### src/design/fpip_pkg.sv
// Shared types and a helper function for the incremental PI controller.
package fpip_pkg;

    // Data and register widths.
    localparam int SampleWidth = 12;
    localparam int GainWidth   = 16;
    localparam int AccWidth    = 16;
    localparam int WideWidth   = 17;
    localparam int ProdWidth   = 30;
    localparam int PropShift   = 12;
    localparam int IntegShift  = 16;

    // Register indexes on the configuration port.
    localparam logic [1:0] RegPropGain   = 2'd0;
    localparam logic [1:0] RegIntegGain  = 2'd1;
    localparam logic [1:0] RegLowerLimit = 2'd2;
    localparam logic [1:0] RegUpperLimit = 2'd3;

    // Reset values of the registers.
    localparam logic [GainWidth-1:0]          PropGainReset   = 16'd4096;
    localparam logic [GainWidth-1:0]          IntegGainReset  = 16'd0;
    localparam logic signed [SampleWidth-1:0] LowerLimitReset = -12'sd2048;
    localparam logic [SampleWidth-1:0]        UpperLimitReset = 12'd2048;

    // Controller settings handed from the register block to the datapath.
    typedef struct packed {
        logic [GainWidth-1:0]          prop_gain;
        logic [GainWidth-1:0]          integ_gain;
        logic signed [SampleWidth-1:0] lower_limit;
        logic [SampleWidth-1:0]        upper_limit;
    } cfg_t;

    // Clamp to the limits; the upper limit is tested first, so with crossed limits a value
    // above the upper limit resolves to the upper one and any other value to the lower one.
    function automatic logic signed [WideWidth-1:0] clamp_lim(
        input logic signed [WideWidth-1:0]   v,
        input logic signed [SampleWidth-1:0] lo,
        input logic [SampleWidth-1:0]        hi
    );
        logic signed [WideWidth-1:0] lo_w;
        logic signed [WideWidth-1:0] hi_w;
        logic signed [WideWidth-1:0] res;
        lo_w = {{(WideWidth-SampleWidth){lo[SampleWidth-1]}}, lo};
        hi_w = $signed({{(WideWidth-SampleWidth){1'b0}}, hi});
        if (v > hi_w) begin
            res = hi_w;
        end else if (v < lo_w) begin
            res = lo_w;
        end else begin
            res = v;
        end
        return res;
    endfunction

endpackage

### src/design/fpip_cfg.sv
// Configuration register file with an APB-style access port.
module fpip_cfg (
    input  logic               clk,
    input  logic               rst_n,
    input  logic               psel,
    input  logic               penable,
    input  logic               pwrite,
    input  logic [3:0]         paddr,
    input  logic [31:0]        pwdata,
    output logic [31:0]        prdata,
    output logic               pready,
    output fpip_pkg::cfg_t     cfg
);

    logic [15:0]        prop_gain_reg;
    logic [15:0]        integ_gain_reg;
    logic signed [11:0] lower_limit_reg;
    logic [11:0]        upper_limit_reg;
    logic               wr_en;
    logic [1:0]         reg_idx;

    assign pready  = 1'b1;
    assign wr_en   = psel && penable && pwrite && pready;
    assign reg_idx = paddr[3:2];

    // Register writes.
    always_ff @(posedge clk or negedge rst_n)
    begin
        if (!rst_n)
        begin
            prop_gain_reg   <= fpip_pkg::PropGainReset;
            integ_gain_reg  <= fpip_pkg::IntegGainReset;
            lower_limit_reg <= fpip_pkg::LowerLimitReset;
            upper_limit_reg <= fpip_pkg::UpperLimitReset;
        end
        else if (wr_en)
        begin
            unique case (reg_idx)
                fpip_pkg::RegPropGain:   prop_gain_reg   <= pwdata[15:0];
                fpip_pkg::RegIntegGain:  integ_gain_reg  <= pwdata[15:0];
                fpip_pkg::RegLowerLimit: lower_limit_reg <= $signed(pwdata[11:0]);
                fpip_pkg::RegUpperLimit: upper_limit_reg <= pwdata[11:0];
                default: ;
            endcase
        end
    end

    // Register reads; the lower limit reads back sign extended.
    always_comb
    begin
        unique case (reg_idx)
            fpip_pkg::RegPropGain:   prdata = {16'd0, prop_gain_reg};
            fpip_pkg::RegIntegGain:  prdata = {16'd0, integ_gain_reg};
            fpip_pkg::RegLowerLimit: prdata = {{20{lower_limit_reg[11]}}, lower_limit_reg};
            fpip_pkg::RegUpperLimit: prdata = {20'd0, upper_limit_reg};
            default:                 prdata = 32'd0;
        endcase
    end

    assign cfg.prop_gain   = prop_gain_reg;
    assign cfg.integ_gain  = integ_gain_reg;
    assign cfg.lower_limit = lower_limit_reg;
    assign cfg.upper_limit = upper_limit_reg;

endmodule

### src/design/fpip_core.sv
// Controller datapath: input register, combinational PI update, output register.
module fpip_core (
    input  logic           clk,
    input  logic           rst_n,
    input  fpip_pkg::cfg_t cfg,
    input  logic           in_valid,
    output logic           in_ready,
    input  logic [11:0]    in_target,
    input  logic [11:0]    in_meas,
    output logic           out_valid,
    input  logic           out_ready,
    output logic [15:0]    out_drive
);

    logic               in_valid_reg;
    logic               in_valid_next;
    logic [11:0]        in_target_reg;
    logic [11:0]        in_meas_reg;
    logic               out_valid_reg;
    logic               out_valid_next;
    logic [15:0]        out_drive_reg;
    logic [15:0]        acc_reg;
    logic [15:0]        acc_next;
    logic [11:0]        prev_reg;
    logic               in_take;
    logic               out_load;

    logic signed [16:0] err_raw;
    logic signed [16:0] err_clamped;
    logic signed [12:0] err_val;
    logic signed [12:0] delta;
    logic signed [16:0] prop_gain_s;
    logic signed [16:0] integ_gain_s;
    logic signed [29:0] p_prod;
    logic signed [29:0] i_prod;
    logic [15:0]        p16;
    logic [15:0]        i16;
    logic [15:0]        sum;
    logic signed [16:0] acc_clamped;
    logic [15:0]        drive_next;

    // Handshake: the input stage moves on whenever the output register is free
    // or being emptied in the same cycle.
    assign out_load  = in_valid_reg && (!out_valid_reg || out_ready);
    assign in_ready  = !in_valid_reg || out_load;
    assign in_take   = in_valid && in_ready;
    assign out_valid = out_valid_reg;
    assign out_drive = out_drive_reg;

    always_comb
    begin
        in_valid_next = in_valid_reg;
        if (in_take)
        begin
            in_valid_next = 1'b1;
        end
        else if (out_load)
        begin
            in_valid_next = 1'b0;
        end
    end

    always_comb
    begin
        out_valid_next = out_valid_reg;
        if (out_load)
        begin
            out_valid_next = 1'b1;
        end
        else if (out_ready)
        begin
            out_valid_next = 1'b0;
        end
    end

    // Clamped error and change in measurement.
    assign err_raw     = $signed({5'd0, in_target_reg}) - $signed({5'd0, in_meas_reg});
    assign err_clamped = fpip_pkg::clamp_lim(err_raw, cfg.lower_limit, cfg.upper_limit);
    assign err_val     = err_clamped[12:0];
    assign delta       = $signed({1'b0, in_meas_reg}) - $signed({1'b0, prev_reg});

    // Proportional and integral products with floor shifts, low 16 bits kept.
    assign prop_gain_s  = $signed({1'b0, cfg.prop_gain});
    assign integ_gain_s = $signed({1'b0, cfg.integ_gain});
    assign p_prod       = prop_gain_s * delta;
    assign i_prod       = integ_gain_s * err_val;
    assign p16          = p_prod[27:12];
    assign i16          = {{2{i_prod[29]}}, i_prod[29:16]};

    // Wrapping accumulator update, clamp, and output offset.
    assign sum         = acc_reg - p16 + i16;
    assign acc_clamped = fpip_pkg::clamp_lim($signed({sum[15], sum}), cfg.lower_limit,
                                             cfg.upper_limit);
    assign acc_next    = acc_clamped[15:0];
    assign drive_next  = {4'd0, cfg.upper_limit} + acc_next;

    // Control and state registers.
    always_ff @(posedge clk or negedge rst_n)
    begin
        if (!rst_n)
        begin
            in_valid_reg  <= 1'b0;
            out_valid_reg <= 1'b0;
            acc_reg       <= '0;
            prev_reg      <= '0;
        end
        else
        begin
            in_valid_reg  <= in_valid_next;
            out_valid_reg <= out_valid_next;
            if (out_load)
            begin
                acc_reg  <= acc_next;
                prev_reg <= in_meas_reg;
            end
        end
    end

    // Payload registers.
    always_ff @(posedge clk)
    begin
        if (in_take)
        begin
            in_target_reg <= in_target;
            in_meas_reg   <= in_meas;
        end
        if (out_load)
        begin
            out_drive_reg <= drive_next;
        end
    end

    // With ordered limits the accumulator lands inside them after an update.
    assert property (@(posedge clk) disable iff (!rst_n)
        (out_load && (cfg.lower_limit <= $signed({1'b0, cfg.upper_limit})))
        |=> (($signed(acc_reg) <= $signed({5'd0, $past(cfg.upper_limit)}))
            && ($signed(acc_reg) >= $signed({{5{$past(cfg.lower_limit[11])}},
                                              $past(cfg.lower_limit)}))))
        else $error("accumulator outside limits after update");

    // The stored measurement follows the item just processed.
    assert property (@(posedge clk) disable iff (!rst_n)
        out_load |=> (prev_reg == $past(in_meas_reg)))
        else $error("previous measurement not updated");

    // The output word equals upper limit plus the new accumulator.
    assert property (@(posedge clk) disable iff (!rst_n)
        out_load |=> (out_drive_reg == ({4'd0, $past(cfg.upper_limit)} + acc_reg)))
        else $error("drive word does not match accumulator");

    // An empty output register never blocks the input side.
    assert property (@(posedge clk) disable iff (!rst_n)
        !out_valid_reg |-> in_ready)
        else $error("input stalled while output register empty");

endmodule

### src/design/fixed_point_incremental_pi.sv
// Top level of the fixed-point incremental PI controller.
// Usage:
//   Each input word on s_axis carries a 12-bit setpoint and a 12-bit
//   measurement. For every input word the controller returns exactly one
//   16-bit drive word on m_axis, in order.
//   Gains and limits are set through the APB-style port at byte addresses
//   0 (proportional gain), 4 (integral gain), 8 (lower limit), 12 (upper
//   limit); write them only while no word is in flight.
//   An accepted input word is held in the input register and its drive word
//   in the output register, from which it shows on m_axis. One word is
//   accepted every cycle while m_axis_tready is high; the rate is set by
//   the accumulator update, whose two multiplies and clamps sit between the input register and the output register.
//   When the receiver stalls, the drive word holds in the output register
//   and one more input word can wait in the input register before
//   s_axis_tready falls.
//   Reset clears the accumulator, the stored measurement and both stages,
//   and loads the default gains and limits.
module fixed_point_incremental_pi (
    input  logic        clk,
    input  logic        rst_n,
    input  logic        s_axis_tvalid,
    output logic        s_axis_tready,
    input  logic [23:0] s_axis_tdata,   // [11:0] target_value, [23:12] measured_value
    output logic        m_axis_tvalid,
    input  logic        m_axis_tready,
    output logic [15:0] m_axis_tdata,   // [15:0] drive_value
    input  logic        psel,
    input  logic        penable,
    input  logic        pwrite,
    input  logic [3:0]  paddr,
    input  logic [31:0] pwdata,
    output logic [31:0] prdata,
    output logic        pready
);

    fpip_pkg::cfg_t cfg;

    // Configuration registers.
    fpip_cfg u_cfg (
        .clk     (clk),
        .rst_n   (rst_n),
        .psel    (psel),
        .penable (penable),
        .pwrite  (pwrite),
        .paddr   (paddr),
        .pwdata  (pwdata),
        .prdata  (prdata),
        .pready  (pready),
        .cfg     (cfg)
    );

    // Controller datapath.
    fpip_core u_core (
        .clk       (clk),
        .rst_n     (rst_n),
        .cfg       (cfg),
        .in_valid  (s_axis_tvalid),
        .in_ready  (s_axis_tready),
        .in_target (s_axis_tdata[11:0]),
        .in_meas   (s_axis_tdata[23:12]),
        .out_valid (m_axis_tvalid),
        .out_ready (m_axis_tready),
        .out_drive (m_axis_tdata)
    );

endmodule
### config.mk
export PLATFORM = sky130hd
export DESIGN_NAME = fixed_point_incremental_pi
export DESIGN_NICKNAME = d
export VERILOG_FILES = /design/src/design/fpip_pkg.sv /design/src/design/fpip_cfg.sv /design/src/design/fpip_core.sv /design/src/design/fixed_point_incremental_pi.sv
export SDC_FILE = /design/constraint.sdc
export NUM_CORES = 1
export LEC_CHECK = 0
export BUFFER_PORTS_ARGS = -buffer_cell sky130_fd_sc_hd__buf_2
export CORE_UTILIZATION = 55
export DETAILED_ROUTE_END_ITERATION = 7
export GPL_ROUTABILITY_DRIVEN = 0
export PLACE_DENSITY = 0.76
export SYNTH_ARGS = -nofsm -noshare
export SYNTH_HDL_FRONTEND = slang
export SYNTH_SLANG_ARGS = --single-unit
### constraint.sdc
create_clock -name clk -period 17.6 [get_ports clk]
set_clock_uncertainty 0.1 [all_clocks]
set_input_delay 0.88 -clock clk [delete_from_list [all_inputs] [get_ports clk]]
set_output_delay 0.88 -clock clk [all_outputs]
set_load 0.005 [all_outputs]
==> tab_implementation.tex <==
\begin{tabular}{lr}
\hline
Metric & Value \\
\hline
\multicolumn{2}{l}{\textbf{Clocking}} \\
\quad Maximum count of clock buffers along a single path & 2 \\
\quad Post-CTS Hold Fix Bufs & 0 \\
\quad H-tree levels & 4 \\
\quad Clock insertion delay at the later pin of the skew report & 0.43 ns \\
\quad Clock tree from TritonCTS & done \\
\quad Number of clock sinks & around 130 \\
\quad Clock slew at reported path FFs & 0.07 ns \\
\quad Total clock buffers created by CTS & 17 \\
\quad Clock root buffer master & clkbuf\_16 \\
\multicolumn{2}{l}{\textbf{Final layout}} \\
\quad Final instance count without filler cells & about 3000 \\
\quad N\_diodes & 0 \\
\quad Area growth from synthesis to final layout & 8.223\% \\
\quad Final cell utilization of the core & 60.86\% \\
\quad Fraction of final layout cells sized beyond drive strength 1 & 12.11\% \\
\quad Final Net Count & roughly 3100 \\
\multicolumn{2}{l}{\textbf{Critical path}} \\
\quad Critical Path Slowest Stage Cell & fa\_1 \\
\quad Sum of buffers and inverters on the critical path & 9 \\
\quad Longest individual stage delay on the worst path & about 0.55 ns \\
\quad Worst endpoint data arrival time & 16.86 ns \\
\quad Crit-path max FO & 16 \\
\quad Worst setup SP type & flop \\
\quad Cell seen most often among critical-path stages & fa\_1 \\
\quad Crit Path Category & flop to flop \\
\quad Worst EP required & roughly 18 ns \\
\quad Sort of element at the end of the critical path & flop \\
\quad Kind of cell adding the most delay to the critical path & compound AO/OA/AOI/OAI gates \\
\multicolumn{2}{l}{\textbf{STA}} \\
\quad Post-route minimum period & approximately 17 ns \\
\quad \# setup viols final & 0 \\
\quad Worst hold slack & 0.2520 ns \\
\quad Final Cycle Share & 95.55\% \\
\quad Fmax & 59.47 MHz \\
\quad Setup ws final & 0.7834 ns \\
\quad Transition time at the pin with the least slew margin & roughly 1 ns \\
\quad Count of final hold-check violations & 0 \\
\quad Max-slew headroom & around 32\% \\
\quad Number of pins with negative max-slew slack in the final report & 0 \\
\multicolumn{2}{l}{\textbf{Yosys}} \\
\quad Proportion of netlist area held by the largest area contributor & approximately 29\% \\
\quad Cells taking the most area after synthesis & fa\_1, ha\_1, dfrtp\_1 \\
\quad Proportion of synthesized chip area in sequential cells & 14.89\% \\
\quad Syn nets & roughly 3100 \\
\quad Total of flip-flops plus latches after synthesis & about 130 \\
\quad Cell type contributing the most total cell area after synthesis & fa\_1 \\
\quad Avg Inst Size Synth & roughly 9.4 um\^{}2 \\
\quad Most frequent cells after synthesis & inv\_1, fa\_1, ha\_1, nand2\_1, and2\_1 \\
\quad Gate count of the mapped netlist & 2393 \\
\quad Synth warn & 0 \\
\quad Count of flip-flops with a built-in enable after synthesis & 40 \\
\quad Main flop type after synthesis & dfrtp\_1 \\
\quad Cell variety after synth & 75 \\
\quad Library cell with the highest instance count after synthesis & inv\_1 \\
\quad Fraction of registers with async set or reset after synthesis & between 60 and 70\% \\
\quad Area of the mapped netlist & between 0.02 and 0.025 mm\^{}2 \\
\multicolumn{2}{l}{\textbf{Placed design}} \\
\quad Total placed cells including tap cells & between 2000 and 3000 \\
\quad Port Buffer Count & 98 \\
\quad Worst setup slack before clock tree synthesis & -0.3621 ns \\
\quad Detailed-placement wirelength estimate & around 48 mm \\
\multicolumn{2}{l}{\textbf{Global route}} \\
\quad Aggregate global-route resource usage & about 30\% \\
\quad Pin count of the biggest net entering global routing & 69 \\
\quad Overflow left after global routing & 0 \\
\quad First-pass GRT wire length & roughly 94 mm \\
\quad Initial antenna violation count & 0 \\
\quad Vias in the first global route & 17870 \\
\multicolumn{2}{l}{\textbf{Status}} \\
\quad Result of the run & finished clean \\
\multicolumn{2}{l}{\textbf{Floorplanning}} \\
\quad I/O pin count & approximately 120 \\
\quad Core area & 0.04010 mm\^{}2 \\
\quad Die W & between 200 and 250 um \\
\quad Placement row count & 73 \\
\quad Starting density of the core & 56.24\% \\
\quad Die Area & 0.04181 mm\^{}2 \\
\quad Die H & 204.5 um \\
\multicolumn{2}{l}{\textbf{Route}} \\
\quad Final wirelength & 58.32 mm \\
\quad Average detailed-routed wire length per instance & roughly 19 um \\
\quad Via count normalized by instance count & 5.841 \\
\quad Number of vias after detailed routing & approximately 18000 \\
\quad Post-detailed-route DRC marker count & 0 \\
\quad Initial DRC Count & around 1400 \\
\quad Number of detailed-route iterations in the first pass & 5 \\
\quad Antenna viol nets, final & 0 \\
\multicolumn{2}{l}{\textbf{Flow run}} \\
\quad MaxCap Viol Count & 0 \\
\multicolumn{2}{l}{\textbf{Min path}} \\
\quad HP Class & primary input to async pin \\
\hline
\end{tabular}
-- repair_timing --
action | 4_1_cts | 5_1_grt
setup endpoints to repair | 4 | 9
buffers inserted | 0 | 3
pin swaps | 0 | 4
resized for setup | 7 | 25
-- layer usage --
metal / global-route usage, % / vias up / wire (um)
met2: 45.05 / 773 / 26680
met5: 0 / - / 0
li1: - / 7825 / -
met1: 41.40 / 8814 / 24520
met4: 11.11 / 0 / 2241
met3: 4.241 / 128 / 4881
-- placed cells by master, fill, tap and decap left out, types with 6 or more instances in the layout --
master / instances
nand3_1: 36
inv_6: 7
nor2b_1: 28
dfrtp_1: 83
xnor2_1: 46
nor2_1: 71
nor3_1: 16
mux2i_1: 38
nand2_1: 282
or2_2: 11
o21a_1: 18
buf_4: 52
xor2_1: 17
a21o_1: 38
nand2b_1: 32
o21ai_1: 8
and2_1: 135
o21ai_0: 67
buf_2: 97
and3_1: 20
clkbuf_16: 17
a21oi_2: 6
mux4_2: 12
ha_1: 289
a211oi_1: 12
edfxtp_1: 40
a21oi_1: 58
inv_1: 426
mux2_2: 58
fa_1: 324
nand4_1: 14
o21bai_1: 11
a21boi_0: 8
or3_1: 7
-- logic make-up (layout without fill, tap and decap cells) --
kind of cell               count (synthesis)  in the layout  synth area share, %
xor gates and xnor gates                  65             65                2.652
DFF                                      126            126                14.89
and+or+nand+nor                          678            678                14.74
muxes                                    109            109                5.826
buffers and inverters                    524            609                9.022
adders and majority gates                613            613                44.80
AOI/OAI and AO/OA                        277            277                8.051
other                                      1              1              0.01663
-- final timing paths --
| check | start | to | slack (ns) | cells past startpoint |
|---|---|---|---|---|
| setup / recovery | u_core.in_meas_reg[1]$_DFFE_PP_ | u_core.out_drive[14]$_DFFE_PP_ | 0.78 | 79 |
| max in group asynchronous | rst_n | u_cfg.integ_gain_reg[11]$_DFFE_PN0P_ | 15.95 | 2 |
| hold reg to reg | u_core.prev_reg[8]$_DFFE_PN0P_ | u_core.prev_reg[8]$_DFFE_PN0P_ | 0.39 | 2 |
| hold / removal | rst_n | u_core.prev_reg[10]$_DFFE_PN0P_ | 0.25 | 1 |
| setup reg to reg | u_core.in_meas_reg[1]$_DFFE_PP_ | u_core.out_drive[14]$_DFFE_PP_ | 0.78 | 79 |
| min in group clk | u_core.prev_reg[8]$_DFFE_PN0P_ | u_core.prev_reg[8]$_DFFE_PN0P_ | 0.39 | 2 |
-- per-stage QoR --
stage               area (um^2)  TNS [ns]
floorplan                 22550         0
global placement          23660         0
detailed placement        23660   -0.3991
CTS                       24280         0
global route              24400  -0.03661
finish                    24400         0
-- worst reg2reg max path: cells and delay by family, from the launching register on --
kind	cells	cell delay [ns]
mux	4	0.79
buf+inv	9	1.03
compound gates	34	5.90
fa+ha+maj	13	5.26
flops	1	0.38
xor+xnor	4	1.11
simple gates	15	1.97
-- area by class of cell --
cell class / count / area (um^2)
well taps: 525 / 656.9
multi-input cells: 1743 / 17300
clock inverters: 15 / 168.9
flip-flops and latches: 126 / 3357
repair buffers: 150 / 895.9
inverters: 427 / 1603
clock buffers: 17 / 425.4
fillers: 3253 / 15690
Power is left out: the tool's default activity adds up to more than one toggle a clock period on the data nets, which glitch-free logic cannot reach.
